==> src/design/ittx_pkg.sv <==
// Package for the integer to radix text converter.
// Holds sizes, the controller state type, command and status structs and the digit glyph table.
// No dependencies.
package ittx_pkg;

    // Sizes of the datapath.
    localparam int MAX_DIGITS = 32;
    localparam int QUO_W      = 32;
    localparam int BASE_W     = 5;
    localparam int DIGIT_W    = 4;
    localparam int CHAR_W     = 8;
    localparam int CNT_W      = $clog2(MAX_DIGITS + 1);
    localparam int ADDR_W     = $clog2(MAX_DIGITS);
    localparam int DIV_BITS   = 8;
    localparam int DIV_STEPS  = QUO_W / DIV_BITS;
    localparam int STEP_W     = $clog2(DIV_STEPS);
    localparam int SHIFT_W    = 3;

    // Characters that are not digits.
    localparam logic [CHAR_W-1:0] CHAR_MINUS = 8'h2D;

    // Base limits.
    localparam logic [BASE_W-1:0] BASE_MIN = 5'd2;
    localparam logic [BASE_W-1:0] BASE_MAX = 5'd16;

    // Digit glyphs, '0'-'9' then 'A'-'F'.
    localparam logic [CHAR_W-1:0] GLYPHS [16] = '{
        8'h30, 8'h31, 8'h32, 8'h33, 8'h34, 8'h35, 8'h36, 8'h37,
        8'h38, 8'h39, 8'h41, 8'h42, 8'h43, 8'h44, 8'h45, 8'h46
    };

    // Controller states, one-hot.
    typedef enum logic [3:0] {
        S_IDLE = 4'b0001,
        S_DIV  = 4'b0010,
        S_SIGN = 4'b0100,
        S_EMIT = 4'b1000
    } state_t;

    // Commands from the controller to the datapath.
    typedef struct packed {
        logic load;
        logic div_step;
        logic sign_load;
        logic rd;
        logic emit_load;
    } cmd_t;

    // Status from the datapath to the controller.
    typedef struct packed {
        logic digit_ready;
        logic quo_zero;
        logic count_zero;
        logic out_free;
        logic neg;
    } status_t;

    // Maps a digit value to its ASCII character.
    function automatic logic [CHAR_W-1:0] glyph(input logic [DIGIT_W-1:0] d);
        glyph = GLYPHS[d];
    endfunction

    // Forces the base into the range two to sixteen.
    function automatic logic [BASE_W-1:0] base_clamp(input logic [BASE_W-1:0] b);
        if (b < BASE_MIN)
        begin
            base_clamp = BASE_MIN;
        end
        else if (b > BASE_MAX)
        begin
            base_clamp = BASE_MAX;
        end
        else
        begin
            base_clamp = b;
        end
    endfunction

    // Shift amount for a power-of-two base; zero for any other base.
    function automatic logic [SHIFT_W-1:0] base_log2(input logic [BASE_W-1:0] b);
        case (b)
            5'd2:    base_log2 = 3'd1;
            5'd4:    base_log2 = 3'd2;
            5'd8:    base_log2 = 3'd3;
            5'd16:   base_log2 = 3'd4;
            default: base_log2 = 3'd0;
        endcase
    endfunction

endpackage

==> src/design/ittx_ram.sv <==
// Generic single-port-write, single-port-read RAM with registered read data.
// Used for the digit store. No dependencies.
module ittx_ram #(
    parameter int WIDTH = 4,
    parameter int DEPTH = 32
) (
    input  logic                     clk,
    input  logic                     we,
    input  logic [$clog2(DEPTH)-1:0] waddr,
    input  logic [WIDTH-1:0]         wdata,
    input  logic                     re,
    input  logic [$clog2(DEPTH)-1:0] raddr,
    output logic [WIDTH-1:0]         rdata
);

    logic [WIDTH-1:0] mem [DEPTH];
    logic [WIDTH-1:0] rdata_reg;

    // Write port.
    always_ff @(posedge clk)
    begin
        if (we)
        begin
            mem[waddr] <= wdata;
        end
    end

    // Read port; the data holds until the next read.
    always_ff @(posedge clk)
    begin
        if (re)
        begin
            rdata_reg <= mem[raddr];
        end
    end

    assign rdata = rdata_reg;

endmodule

==> src/design/ittx_ctrl.sv <==
// Controller state machine of the integer to radix text converter.
// Depends on ittx_pkg for the state type and the command and status structs.
module ittx_ctrl (
    input  logic             clk,
    input  logic             rst_n,
    input  logic             in_valid,
    output logic             in_stall,
    input  ittx_pkg::status_t st,
    output ittx_pkg::cmd_t   cmd
);

    ittx_pkg::state_t state_reg;
    ittx_pkg::state_t state_next;

    // A new item is taken only while no number is in progress.
    assign in_stall = (state_reg != ittx_pkg::S_IDLE);

    // Next state and command decode.
    always_comb
    begin
        state_next    = state_reg;
        cmd           = '0;
        case (state_reg)
            ittx_pkg::S_IDLE:
            begin
                if (in_valid)
                begin
                    cmd.load   = 1'b1;
                    state_next = ittx_pkg::S_DIV;
                end
            end
            ittx_pkg::S_DIV:
            begin
                // Keep dividing until the quotient runs out.
                cmd.div_step = 1'b1;
                if (st.digit_ready && st.quo_zero)
                begin
                    state_next = ittx_pkg::S_SIGN;
                end
            end
            ittx_pkg::S_SIGN:
            begin
                // Emit the minus sign if asked, and fetch the top digit.
                if (!st.neg)
                begin
                    cmd.rd     = 1'b1;
                    state_next = ittx_pkg::S_EMIT;
                end
                else if (st.out_free)
                begin
                    cmd.sign_load = 1'b1;
                    cmd.rd        = 1'b1;
                    state_next    = ittx_pkg::S_EMIT;
                end
            end
            ittx_pkg::S_EMIT:
            begin
                // Present the fetched digit and fetch the next one.
                if (st.out_free)
                begin
                    cmd.emit_load = 1'b1;
                    if (st.count_zero)
                    begin
                        state_next = ittx_pkg::S_IDLE;
                    end
                    else
                    begin
                        cmd.rd = 1'b1;
                    end
                end
            end
            default:
            begin
                state_next = ittx_pkg::S_IDLE;
            end
        endcase
    end

    // State register.
    always_ff @(posedge clk or negedge rst_n)
    begin
        if (!rst_n)
        begin
            state_reg <= ittx_pkg::S_IDLE;
        end
        else
        begin
            state_reg <= state_next;
        end
    end

endmodule

==> src/design/ittx_datapath.sv <==
// Datapath of the integer to radix text converter: divider, digit store and output register.
// Depends on ittx_pkg and on ittx_ram for the digit store.
module ittx_datapath (
    input  logic                          clk,
    input  logic                          rst_n,
    input  ittx_pkg::cmd_t                cmd,
    output ittx_pkg::status_t             st,
    input  logic [ittx_pkg::QUO_W-1:0]    magnitude,
    input  logic [ittx_pkg::BASE_W-1:0]   base,
    input  logic                          negative,
    output logic                          out_valid,
    input  logic                          out_stall,
    output logic [ittx_pkg::CHAR_W-1:0]   char_out,
    output logic                          last
);

    logic [ittx_pkg::QUO_W-1:0]    quo_reg;
    logic [ittx_pkg::BASE_W-1:0]   base_reg;
    logic                          neg_reg;
    logic [ittx_pkg::DIGIT_W-1:0]  rem_reg;
    logic [ittx_pkg::STEP_W-1:0]   step_reg;
    logic [ittx_pkg::CNT_W-1:0]    count_reg;
    logic                          out_valid_reg;
    logic [ittx_pkg::CHAR_W-1:0]   char_reg;
    logic                          last_reg;

    logic [ittx_pkg::SHIFT_W-1:0]  shift_amt;
    logic                          pow2;
    logic [ittx_pkg::DIGIT_W-1:0]  mask;
    logic [ittx_pkg::DIGIT_W-1:0]  long_rem;
    logic [ittx_pkg::DIV_BITS-1:0] long_qbits;
    logic [ittx_pkg::QUO_W-1:0]    quo_next;
    logic [ittx_pkg::DIGIT_W-1:0]  digit;
    logic                          digit_ready;
    logic                          store_we;
    logic [ittx_pkg::CNT_W-1:0]    cnt_dec;
    logic [ittx_pkg::DIGIT_W-1:0]  rd_digit;
    logic                          out_free;

    // Power-of-two bases take one digit per cycle by shifting.
    assign shift_amt = ittx_pkg::base_log2(base_reg);
    assign pow2      = (shift_amt != '0);
    assign mask      = ittx_pkg::DIGIT_W'(base_reg - 1'b1);

    // Long division over one chunk of quotient bits per cycle.
    always_comb
    begin
        logic [ittx_pkg::DIGIT_W:0] trial;
        logic [ittx_pkg::DIGIT_W:0] diff;
        long_rem   = rem_reg;
        long_qbits = '0;
        for (int j = 0; j < ittx_pkg::DIV_BITS; j++)
        begin
            trial = {long_rem, quo_reg[ittx_pkg::QUO_W-1-j]};
            diff  = trial - base_reg;
            if (trial >= base_reg)
            begin
                long_rem                           = diff[ittx_pkg::DIGIT_W-1:0];
                long_qbits[ittx_pkg::DIV_BITS-1-j] = 1'b1;
            end
            else
            begin
                long_rem = trial[ittx_pkg::DIGIT_W-1:0];
            end
        end
    end

    // Quotient and digit for this cycle.
    always_comb
    begin
        if (pow2)
        begin
            quo_next = quo_reg >> shift_amt;
            digit    = quo_reg[ittx_pkg::DIGIT_W-1:0] & mask;
        end
        else
        begin
            quo_next = {quo_reg[ittx_pkg::QUO_W-ittx_pkg::DIV_BITS-1:0], long_qbits};
            digit    = long_rem;
        end
    end

    assign digit_ready = pow2 || (step_reg == ittx_pkg::STEP_W'(ittx_pkg::DIV_STEPS - 1));
    assign store_we    = cmd.div_step && digit_ready
                         && (count_reg < ittx_pkg::CNT_W'(ittx_pkg::MAX_DIGITS));
    assign cnt_dec     = count_reg - 1'b1;

    // Working registers of the division.
    always_ff @(posedge clk)
    begin
        if (cmd.load)
        begin
            quo_reg  <= magnitude;
            base_reg <= ittx_pkg::base_clamp(base);
            neg_reg  <= negative;
            rem_reg  <= '0;
        end
        else if (cmd.div_step)
        begin
            quo_reg <= quo_next;
            rem_reg <= digit_ready ? '0 : long_rem;
        end
    end

    // Chunk counter and digit count.
    always_ff @(posedge clk or negedge rst_n)
    begin
        if (!rst_n)
        begin
            step_reg  <= '0;
            count_reg <= '0;
        end
        else if (cmd.load)
        begin
            step_reg  <= '0;
            count_reg <= '0;
        end
        else
        begin
            if (cmd.div_step && !pow2)
            begin
                step_reg <= step_reg + 1'b1;
            end
            if (store_we)
            begin
                count_reg <= count_reg + 1'b1;
            end
            else if (cmd.rd)
            begin
                count_reg <= cnt_dec;
            end
        end
    end

    // Digit store, least significant digit at entry zero.
    ittx_ram #(
        .WIDTH (ittx_pkg::DIGIT_W),
        .DEPTH (ittx_pkg::MAX_DIGITS)
    ) u_store (
        .clk   (clk),
        .we    (store_we),
        .waddr (count_reg[ittx_pkg::ADDR_W-1:0]),
        .wdata (digit),
        .re    (cmd.rd),
        .raddr (cnt_dec[ittx_pkg::ADDR_W-1:0]),
        .rdata (rd_digit)
    );

    // Output register; it may be reloaded in the cycle its item is taken.
    assign out_free = !out_valid_reg || !out_stall;

    always_ff @(posedge clk or negedge rst_n)
    begin
        if (!rst_n)
        begin
            out_valid_reg <= 1'b0;
        end
        else if (cmd.sign_load || cmd.emit_load)
        begin
            out_valid_reg <= 1'b1;
        end
        else if (!out_stall)
        begin
            out_valid_reg <= 1'b0;
        end
    end

    always_ff @(posedge clk)
    begin
        if (cmd.sign_load)
        begin
            char_reg <= ittx_pkg::CHAR_MINUS;
            last_reg <= 1'b0;
        end
        else if (cmd.emit_load)
        begin
            char_reg <= ittx_pkg::glyph(rd_digit);
            last_reg <= (count_reg == '0);
        end
    end

    assign out_valid = out_valid_reg;
    assign char_out  = char_reg;
    assign last      = last_reg;

    // Status back to the controller.
    assign st.digit_ready = digit_ready;
    assign st.quo_zero    = (quo_next == '0);
    assign st.count_zero  = (count_reg == '0);
    assign st.out_free    = out_free;
    assign st.neg         = neg_reg;

endmodule

==> src/design/integer_to_radix_text_core.sv <==
// Top level of the integer to radix text converter.
// Depends on ittx_pkg, ittx_ctrl and ittx_datapath.
//
// Usage:
// The input channel (in_valid, in_stall) carries magnitude, base and negative.
// An item is taken when in_valid is high and in_stall is low. The output
// channel (out_valid, out_stall) carries one ASCII character per item in
// char_out, most significant digit first, with '-' ahead when negative is
// set; last marks the final character of the number. Bases below two count
// as two and bases above sixteen as sixteen.
// The item is taken in the idle state. Bases 2, 4, 8 and 16 then yield their
// digits by shifting, other bases by long division in the divider, which
// handles eight quotient bits per cycle and so runs through the whole quotient
// for each digit. After the last division step the sign state loads the minus
// sign, if any, into the output register and fetches the top digit; the emit
// state loads that digit, and one character follows each cycle while the
// receiver does not stall. Throughput: one number at a time, of at most 33
// characters; the next item is taken only once the last character is in the
// output register. A stall on the output holds the current character and
// pauses the controller. Reset clears the controller, the digit count and
// the output valid; no clearing pass.
module integer_to_radix_text_core (
    input  logic                        clk,
    input  logic                        rst_n,
    input  logic                        in_valid,
    output logic                        in_stall,
    input  logic [ittx_pkg::QUO_W-1:0]  magnitude,
    input  logic [ittx_pkg::BASE_W-1:0] base,
    input  logic                        negative,
    output logic                        out_valid,
    input  logic                        out_stall,
    output logic [ittx_pkg::CHAR_W-1:0] char_out,
    output logic                        last
);

    ittx_pkg::cmd_t    cmd;
    ittx_pkg::status_t st;

    // Controller.
    ittx_ctrl u_ctrl (
        .clk      (clk),
        .rst_n    (rst_n),
        .in_valid (in_valid),
        .in_stall (in_stall),
        .st       (st),
        .cmd      (cmd)
    );

    // Datapath.
    ittx_datapath u_dp (
        .clk       (clk),
        .rst_n     (rst_n),
        .cmd       (cmd),
        .st        (st),
        .magnitude (magnitude),
        .base      (base),
        .negative  (negative),
        .out_valid (out_valid),
        .out_stall (out_stall),
        .char_out  (char_out),
        .last      (last)
    );

`ifndef SYNTH
    // A new number starts only when no digits of the previous one remain.
    a_accept_empty: assert property (@(posedge clk) disable iff (!rst_n)
        (in_valid && !in_stall) |-> st.count_zero)
        else $error("item taken while digits remain in the store");

    // The output register is never overwritten while its item waits.
    a_no_overwrite: assert property (@(posedge clk) disable iff (!rst_n)
        (cmd.sign_load || cmd.emit_load) |-> st.out_free)
        else $error("output register reloaded while stalled");

    // A stalled character holds until it is taken.
    a_stall_hold: assert property (@(posedge clk) disable iff (!rst_n)
        (out_valid && out_stall) |=> (out_valid && $stable(char_out) && $stable(last)))
        else $error("character changed while stalled");

    // The final character is always a digit.
    a_last_digit: assert property (@(posedge clk) disable iff (!rst_n)
        (out_valid && last) |-> (char_out != ittx_pkg::CHAR_MINUS))
        else $error("minus sign marked as final character");
`endif

endmodule

==> config.mk <==
export PLATFORM = sky130hd
export DESIGN_NAME = integer_to_radix_text_core
export DESIGN_NICKNAME = d
export VERILOG_FILES = /design/src/design/ittx_pkg.sv /design/src/design/ittx_ram.sv /design/src/design/ittx_ctrl.sv /design/src/design/ittx_datapath.sv /design/src/design/integer_to_radix_text_core.sv
export SDC_FILE = /design/constraint.sdc
export NUM_CORES = 1
export LEC_CHECK = 0
export ABC_AREA = 1
export BUFFER_PORTS_ARGS = -buffer_cell sky130_fd_sc_hd__buf_4
export CAP_MARGIN = 40
export CELL_PAD_IN_SITES_DETAIL_PLACEMENT = 2
export CELL_PAD_IN_SITES_GLOBAL_PLACEMENT = 2
export CORE_AREA = 3 3 160 225
export CTS_CLUSTER_SIZE = 8
export DETAILED_ROUTE_END_ITERATION = 16
export DIE_AREA = 0 0 163 228
export PLACE_DENSITY = 0.83
export SLEW_MARGIN = 5
export SYNTH_ARGS = -nofsm -noshare
export SYNTH_HDL_FRONTEND = slang
export SYNTH_HIERARCHICAL = 1
export SYNTH_SLANG_ARGS = --single-unit
export TNS_END_PERCENT = 5
==> constraint.sdc <==
create_clock -name clk -period 11.41 [get_ports clk]
set_input_delay 1.7115 -clock clk [delete_from_list [all_inputs] [get_ports clk]]
set_output_delay 1.7115 -clock clk [all_outputs]
set_load 0.005 [all_outputs]
After elaboration in Yosys (flattened, before gate mapping)

Memory sizes are Yosys's and may differ from the RTL's. A register that Yosys moved wholly into a read port is not among the register bits.
Index checks and enable logic that the tools add are counted.
Widths: inputs -> output; s select.

ROM bits: 128
Memories kept: 2
Memory bits (writable): 128
Input bits: 42
Bits in registers: 56
Logic and storage cells: 122

$add $sub $neg: 12
Muxes and demuxes: 50
$lt $le $gt $ge: 11
Bitwise gates (word level): 2
Shifts and indexed selects: 1
Reductions and logical operators: 18
Equal/unequal tests: 16

Memories:

| name             | words | bits a word | rd ports | clocked after Yosys merged registers in | wr ports | line           | text |
|---|---|---|---|---|---|---|---|
| (name not given) | 16    | 8           | 1        | 1                                       | 0        | ittx_pkg.sv:60 | `glyph = GLYPHS[d];` |
| u_dp.u_store.mem | 32    | 4           | 1        | 1                                       | 1        | ittx_ram.sv:16 | `logic [WIDTH-1:0] mem [DEPTH];` |

Operators by type and width:

| cell                | count |
|---|---|
| $mux 32             | 3 |
| $mux 4              | 16 |
| $ge 5x5->1          | 8 |
| $logic_not 32->1    | 1 |
| $shr 32x3->32       | 1 |
| $sub 4x4->4         | 8 |
| $mux 1              | 20 |
| $mux 6              | 3 |
| $pmux 4 s4          | 1 |
| $pmux 3 s4          | 1 |
| $mux 2              | 4 |
| $add 6x1->6 const B | 1 |
| $logic_not 6->1     | 1 |
| $lt 6x6->1 const B  | 1 |
| $ne 2x1->1 const B  | 3 |
| $reduce_bool 3->1   | 2 |
| $sub 6x1->6 const B | 1 |
| $eq 5x2->1 const B  | 1 |
| $eq 5x3->1 const B  | 1 |
| $eq 5x4->1 const B  | 1 |
| $eq 5x5->1 const B  | 1 |
| $gt 5x5->1 const B  | 1 |
| $lt 5x2->1 const B  | 1 |
| $mux 5              | 1 |
| other kinds (19)    | 28 |

Longest topological paths before layout

Word-level depth: 21
Mapped depth: 74
Gate-level depth less buffers: 73

Modules after synthesis

The synthesis kept the hierarchy.

By module, submodules not included:

| module        | times used | cells each | area each (sq um) |
|---|---|---|---|
| ittx_datapath | 1          | 898        | 6068.3 |
| ittx_ram      | 1          | 486        | 5536.6 |
| ittx_ctrl     | 1          | 44         | 276.5 |

Worst setup path after synthesis

No wires, ideal clock.

Kind: reg2reg
From: reg u_dp/base_reg[1] in the netlist's numbering
To: mem u_dp.u_store.mem[0][0], data pin
Arrival: 10697 ps
Path slack: 259 ps
Buffers on the path: 1
Cell stages (with the launch flop): 56
Library setup time: 454 ps
Clock period less this slack: 11151 ps
Path through: edfxtp_1 > inv_1 > ha_1 > nand2_1 > inv_1 > nand3_1 > nand4_1 > nand2_1 > o21ai_0 > ha_1 > nand2_1 > or3_1 > nand3_1 > nand2_1 > o21ai_0 > inv_1 > ha_1 > nand2_1 > [... 20 more ...] > nand3_1 > inv_1 > o21a_1 > ha_1 > nand2_1 > inv_1 > a21boi_0 > and3_1 > clkbuf_1 > nand2_1 > o21a_1 > ha_1 > a21o_1 > a21boi_0 > nand3_1 > nand2_1 > o21ai_0 > o21ai_0

Cells in the longest elaborated chain, start to end: 17
Elaborated cells on any way between the ends: 30
Classes of those cells: add/sub: 7; order compare: 8; eq/ne: 4; mux: 10; reduce/logical: 1

Ends and longest elaborated chain:

| element                                          | line                                     | text |
|---|---|---|
| from (decl)                                      | ittx_datapath.sv:18                      | `logic [ittx_pkg::BASE_W-1:0] base_reg;` |
| from (signal assigned)                           | ittx_datapath.sv:94                      | `base_reg <= ittx_pkg::base_clamp(base);` |
| $sub 4x4->4 / $ge 5x5->1 (equally long branches) | ittx_datapath.sv:55, ittx_datapath.sv:56 |  |
| $mux 4                                           | ittx_datapath.sv:56                      | `if (trial >= base_reg)` |
| $sub 4x4->4 / $ge 5x5->1 (equally long branches) | ittx_datapath.sv:55, ittx_datapath.sv:56 |  |
| $mux 4                                           | ittx_datapath.sv:56                      |  |
| $sub 4x4->4 / $ge 5x5->1 (equally long branches) | ittx_datapath.sv:55, ittx_datapath.sv:56 |  |
| $mux 4                                           | ittx_datapath.sv:56                      |  |
| $ge 5x5->1 / $sub 4x4->4 (equally long branches) | ittx_datapath.sv:56, ittx_datapath.sv:55 |  |
| $mux 4                                           | ittx_datapath.sv:56                      |  |
| [... 2 more ...]                                 | n/a                                      |  |
| $sub 4x4->4 / $ge 5x5->1 (equally long branches) | ittx_datapath.sv:55, ittx_datapath.sv:56 |  |
| $mux 4                                           | ittx_datapath.sv:56                      |  |
| $sub 4x4->4 / $ge 5x5->1 (equally long branches) | ittx_datapath.sv:55, ittx_datapath.sv:56 |  |
| $mux 4                                           | ittx_datapath.sv:56                      |  |
| $ge 5x5->1                                       | ittx_datapath.sv:56                      |  |
| $mux 4                                           | ittx_datapath.sv:56                      |  |
| $mux 4 (*)                                       | ittx_datapath.sv:71                      | `if (pow2)` |
| via u_dp.digit (one bit)                         | ittx_datapath.sv:33                      | `logic [ittx_pkg::DIGIT_W-1:0] digit;` |
| to (decl)                                        | ittx_ram.sv:16                           |  |

Mark *: on every way through the listed nets, which the timed path passes. The rest lies on a longest branch.

Final worst setup path

From: reg u_dp/quo_reg[31] in the netlist's numbering
To: mem u_dp.u_store.mem[21][0], data pin

Cells in the longest elaborated chain, start to end: 17
Elaborated cells on any way between the ends: 24
Classes of those cells: add/sub: 7; order compare: 8; mux: 9

Ends and longest elaborated chain:

| element                                          | line                                     | text |
|---|---|---|
| from (decl)                                      | ittx_datapath.sv:17                      | `logic [ittx_pkg::QUO_W-1:0] quo_reg;` |
| from (signal assigned)                           | ittx_datapath.sv:93                      | `quo_reg <= magnitude;` |
| from (signal assigned)                           | ittx_datapath.sv:100                     | `quo_reg <= quo_next;` |
| $sub 4x4->4 / $ge 5x5->1 (equally long branches) | ittx_datapath.sv:55, ittx_datapath.sv:56 |  |
| $mux 4 (*)                                       | ittx_datapath.sv:56                      |  |
| $sub 4x4->4 / $ge 5x5->1 (equally long branches) | ittx_datapath.sv:55, ittx_datapath.sv:56 |  |
| $mux 4 (*)                                       | ittx_datapath.sv:56                      |  |
| $sub 4x4->4 / $ge 5x5->1 (equally long branches) | ittx_datapath.sv:55, ittx_datapath.sv:56 |  |
| $mux 4 (*)                                       | ittx_datapath.sv:56                      |  |
| $sub 4x4->4 / $ge 5x5->1 (equally long branches) | ittx_datapath.sv:55, ittx_datapath.sv:56 |  |
| $mux 4 (*)                                       | ittx_datapath.sv:56                      |  |
| [... 2 more ...]                                 | n/a                                      |  |
| $sub 4x4->4 / $ge 5x5->1 (equally long branches) | ittx_datapath.sv:55, ittx_datapath.sv:56 |  |
| $mux 4 (*)                                       | ittx_datapath.sv:56                      |  |
| $sub 4x4->4 / $ge 5x5->1 (equally long branches) | ittx_datapath.sv:55, ittx_datapath.sv:56 |  |
| $mux 4 (*)                                       | ittx_datapath.sv:56                      |  |
| $ge 5x5->1 (*)                                   | ittx_datapath.sv:56                      |  |
| $mux 4 (*)                                       | ittx_datapath.sv:56                      |  |
| $mux 4 (*)                                       | ittx_datapath.sv:71                      |  |
| via u_dp.digit (one bit)                         | ittx_datapath.sv:33                      |  |

Marks and branches as above.

==> flow_summary.ini <==
[synthesis]
synth-seq-area-share = 0.4774
synth_nets = 1527
syn_area_per_cell_um2 = 8.320
synthArstFlopShare = 0.06667
synth_cell_types = 51
ys_seq_elements = 195
yosysWarnings = 6
syn_inst = 1428
synth_edf_count = 170
syn-cell-area_mm2 = 0.01188
ys.flop_type = edfxtp_1

[clocking]
clk_latency_ns = 0.45
cts-root-buf = clkbuf_16
path_clk_slew_ns = 0.08
h-tree-depth = 4
cts_tree = done
ctsLongestPathBuffers = 2
cts.sinks = 195
numCtsBuffers = 17

[detailed_routing]
avgViaCountPerCell = 5.562
drt_iter0_drc = 635
drt_wl_total_um = 44890
drt_first_pass_iters = 5
wl_per_cell_um = 23.16
ant_nets = 0
vias = 10780
drc_errors = 0

[setup_path]
crit_top_cell = nand2_1
critPathCaptureType = register
crit_required_ns = 11.61
critPathTopFamily = simple AND/OR/NAND/NOR gates
crit_path_max_incr_delay_ns = 0.46
slowest_stage = edfxtp_1
critical_path_class = register to register
crit_path_start_kind = register
cp.buffers_inverters = 8
arrival_ns = 11.37
critPathMaxFanout = 32

[sta]
finalCriticalPeriod_ns = 11.17
finalSetupViolations = 0
worstMarginPinSlew_ns = 0.8819
relSlewSlack = 0.4070
finalCritPeriodShare = 0.9790
hold_viol_final = 0
max_freq_mhz = 89.52
drv_slew = 0
timing.final.ws_setup_ns = 0.2394
fin_skew_ns = 0.01148
setup_tns_ns = 0

[grt]
grt_max_degree = 70
grt.overflow.total = 0
antenna_found_initial = 0
track_usage = 0.2304
grt_pass1_wl_um = 67070
grt_pass1_vias = 12110

[min_path]
hold_class = register to register

[floorplanning]
dieHeight_um = 228
die_w_um = 163
num_io_pins = 53
row_count = 80
die_area_mm2 = 0.03716
fp.coreArea_mm2 = 0.03403
initial_core_util = 0.3491

[layout]
largest_reg_flops = 128
utilization = 0.3966
fin_nets = 1573
area_growth_pct = 13.60
diodes = 0
drive_above_1_share = 0.1177

[placement]
hpwl_um = 29950
dp_slack_ns = -0.3137
place_congestion = 0.8924
portBuffers = 51

[outcome]
outcome = completed

[flow_run]
drv_cap = 0
[area by class of cell]
class                      instances  area (um2)
fill                            3864       20540
timing repair buffer              89       680.7
clock inverter                    15       160.2
inverter                         104       390.4
clock buffer                      17       425.4
sequential                       195        5672
multi-input combinational       1067        5604
tap                              451       564.3
[synthesized netlist by cell type (2+ instances only)]
cell | count | share of area
nand2_1 | 441 | 0.14
or2_2 | 5 | 0.0026
buf_1 | 3 | 0.00095
a31oi_1 | 4 | 0.0021
or3_1 | 3 | 0.0016
buf_4 | 11 | 0.0070
nand3b_1 | 3 | 0.0019
clkbuf_1 | 13 | 0.0041
o21ai_1 | 6 | 0.0025
inv_2 | 4 | 0.0013
buf_6 | 11 | 0.010
nor3_1 | 2 | 0.00084
fa_1 | 8 | 0.013
xnor2_1 | 5 | 0.0037
nand4_1 | 9 | 0.0047
edfxtp_1 | 170 | 0.43
nand3_1 | 306 | 0.13
xor2_1 | 20 | 0.015
o21a_1 | 4 | 0.0025
nor2_2 | 3 | 0.0016
a21o_1 | 6 | 0.0038
nand2_2 | 5 | 0.0026
buf_2 | 22 | 0.0093
o31ai_1 | 3 | 0.0019
dfxtp_1 | 12 | 0.020
clkbuf_8 | 2 | 0.0023
ha_1 | 49 | 0.052
a21oi_1 | 23 | 0.0097
o21ai_0 | 39 | 0.016
dfrtp_1 | 12 | 0.025
o211ai_1 | 2 | 0.0013
o22ai_1 | 5 | 0.0026
nor2_1 | 94 | 0.030
a21boi_0 | 7 | 0.0044
inv_1 | 100 | 0.032
[repair_timing]
action,CTS,global route
pin swaps,1,11
setup buffers,3,12
setup endpoints to repair,135,136
hold buffers,0,0
cloned,0,1
resized for setup,10,37
[kinds of logic after synthesis]
logic type                 synth area share
xor gates and xnor gates            0.01843
adders and majority gates           0.06508
AOI/OAI and AO/OA                   0.05171
DFF                                  0.4774
and+or+nand+nor                      0.3196
buffers and inverters               0.06750
other                             0.0003156
[stage by stage]
step,instances,cell area (um2),hold WS (ns)
detailed placement,1890,12630,0.4693
floorplan,1428,11880,0.4301
finish,1938,13500,0.4817
CTS,1925,13250,0.4882
global placement,1889,12610,0.4478
global route,1938,13500,0.5207
[worst paths after layout]
| check | start | end | slack [ns] | cells after the start |
|---|---|---|---|---|
| min | u_dp/char_out[2]$_SDFFE_PP1P_ | u_dp/char_out[2]$_SDFFE_PP1P_ | 0.48 | 2 |
| max in group asynchronous | rst_n | u_ctrl/state_reg[0]$_DFFE_PN1P_ | 10.08 | 1 |
| min in group asynchronous | rst_n | u_dp/out_valid$_DFFE_PN0P_ | 1.10 | 1 |
| min reg2reg | u_dp/char_out[2]$_SDFFE_PP1P_ | u_dp/char_out[2]$_SDFFE_PP1P_ | 0.48 | 2 |
| max | u_dp/quo_reg[31]$_DFFE_PP_ | u_dp/u_store/mem[21][0]$_DFFE_PP_ | 0.24 | 57 |
| max reg2reg | u_dp/quo_reg[31]$_DFFE_PP_ | u_dp/u_store/mem[21][0]$_DFFE_PP_ | 0.24 | 57 |
[worst reg2reg max path: cells and delay by family (launching register included)]
kind | cells | cell delay (ns)
adder cells (fa/ha/maj) | 9 | 2.97
buffers and inverters | 8 | 1.28
AND/OR/NAND/NOR | 24 | 3.42
flip-flops | 1 | 0.46
AO/OA/AOI/OAI | 15 | 2.63
XOR/XNOR | 1 | 0.18
[cells in the final DEF, fill, tap and decap left out, drive strengths merged, types with 20 or more instances in the layout]
cell	count
a21oi	23
buf	89
edfxtp	170
ha	49
inv	113
nand2	446
nand3	308
nor2	98
o21ai	45
xor2	20
[layer usage]
layer  track usage  wire, um  vias to the layer above
li1              -         -                     4929
met1        0.2484     16640                     5467
met2        0.4335     24470                      264
met3       0.03013      1359                      120
met4        0.1145      2411                        0
met5             0         0                        -
Power is not shown: default switching activity piles up to over one toggle a cycle in this logic, so the estimate is an artifact.
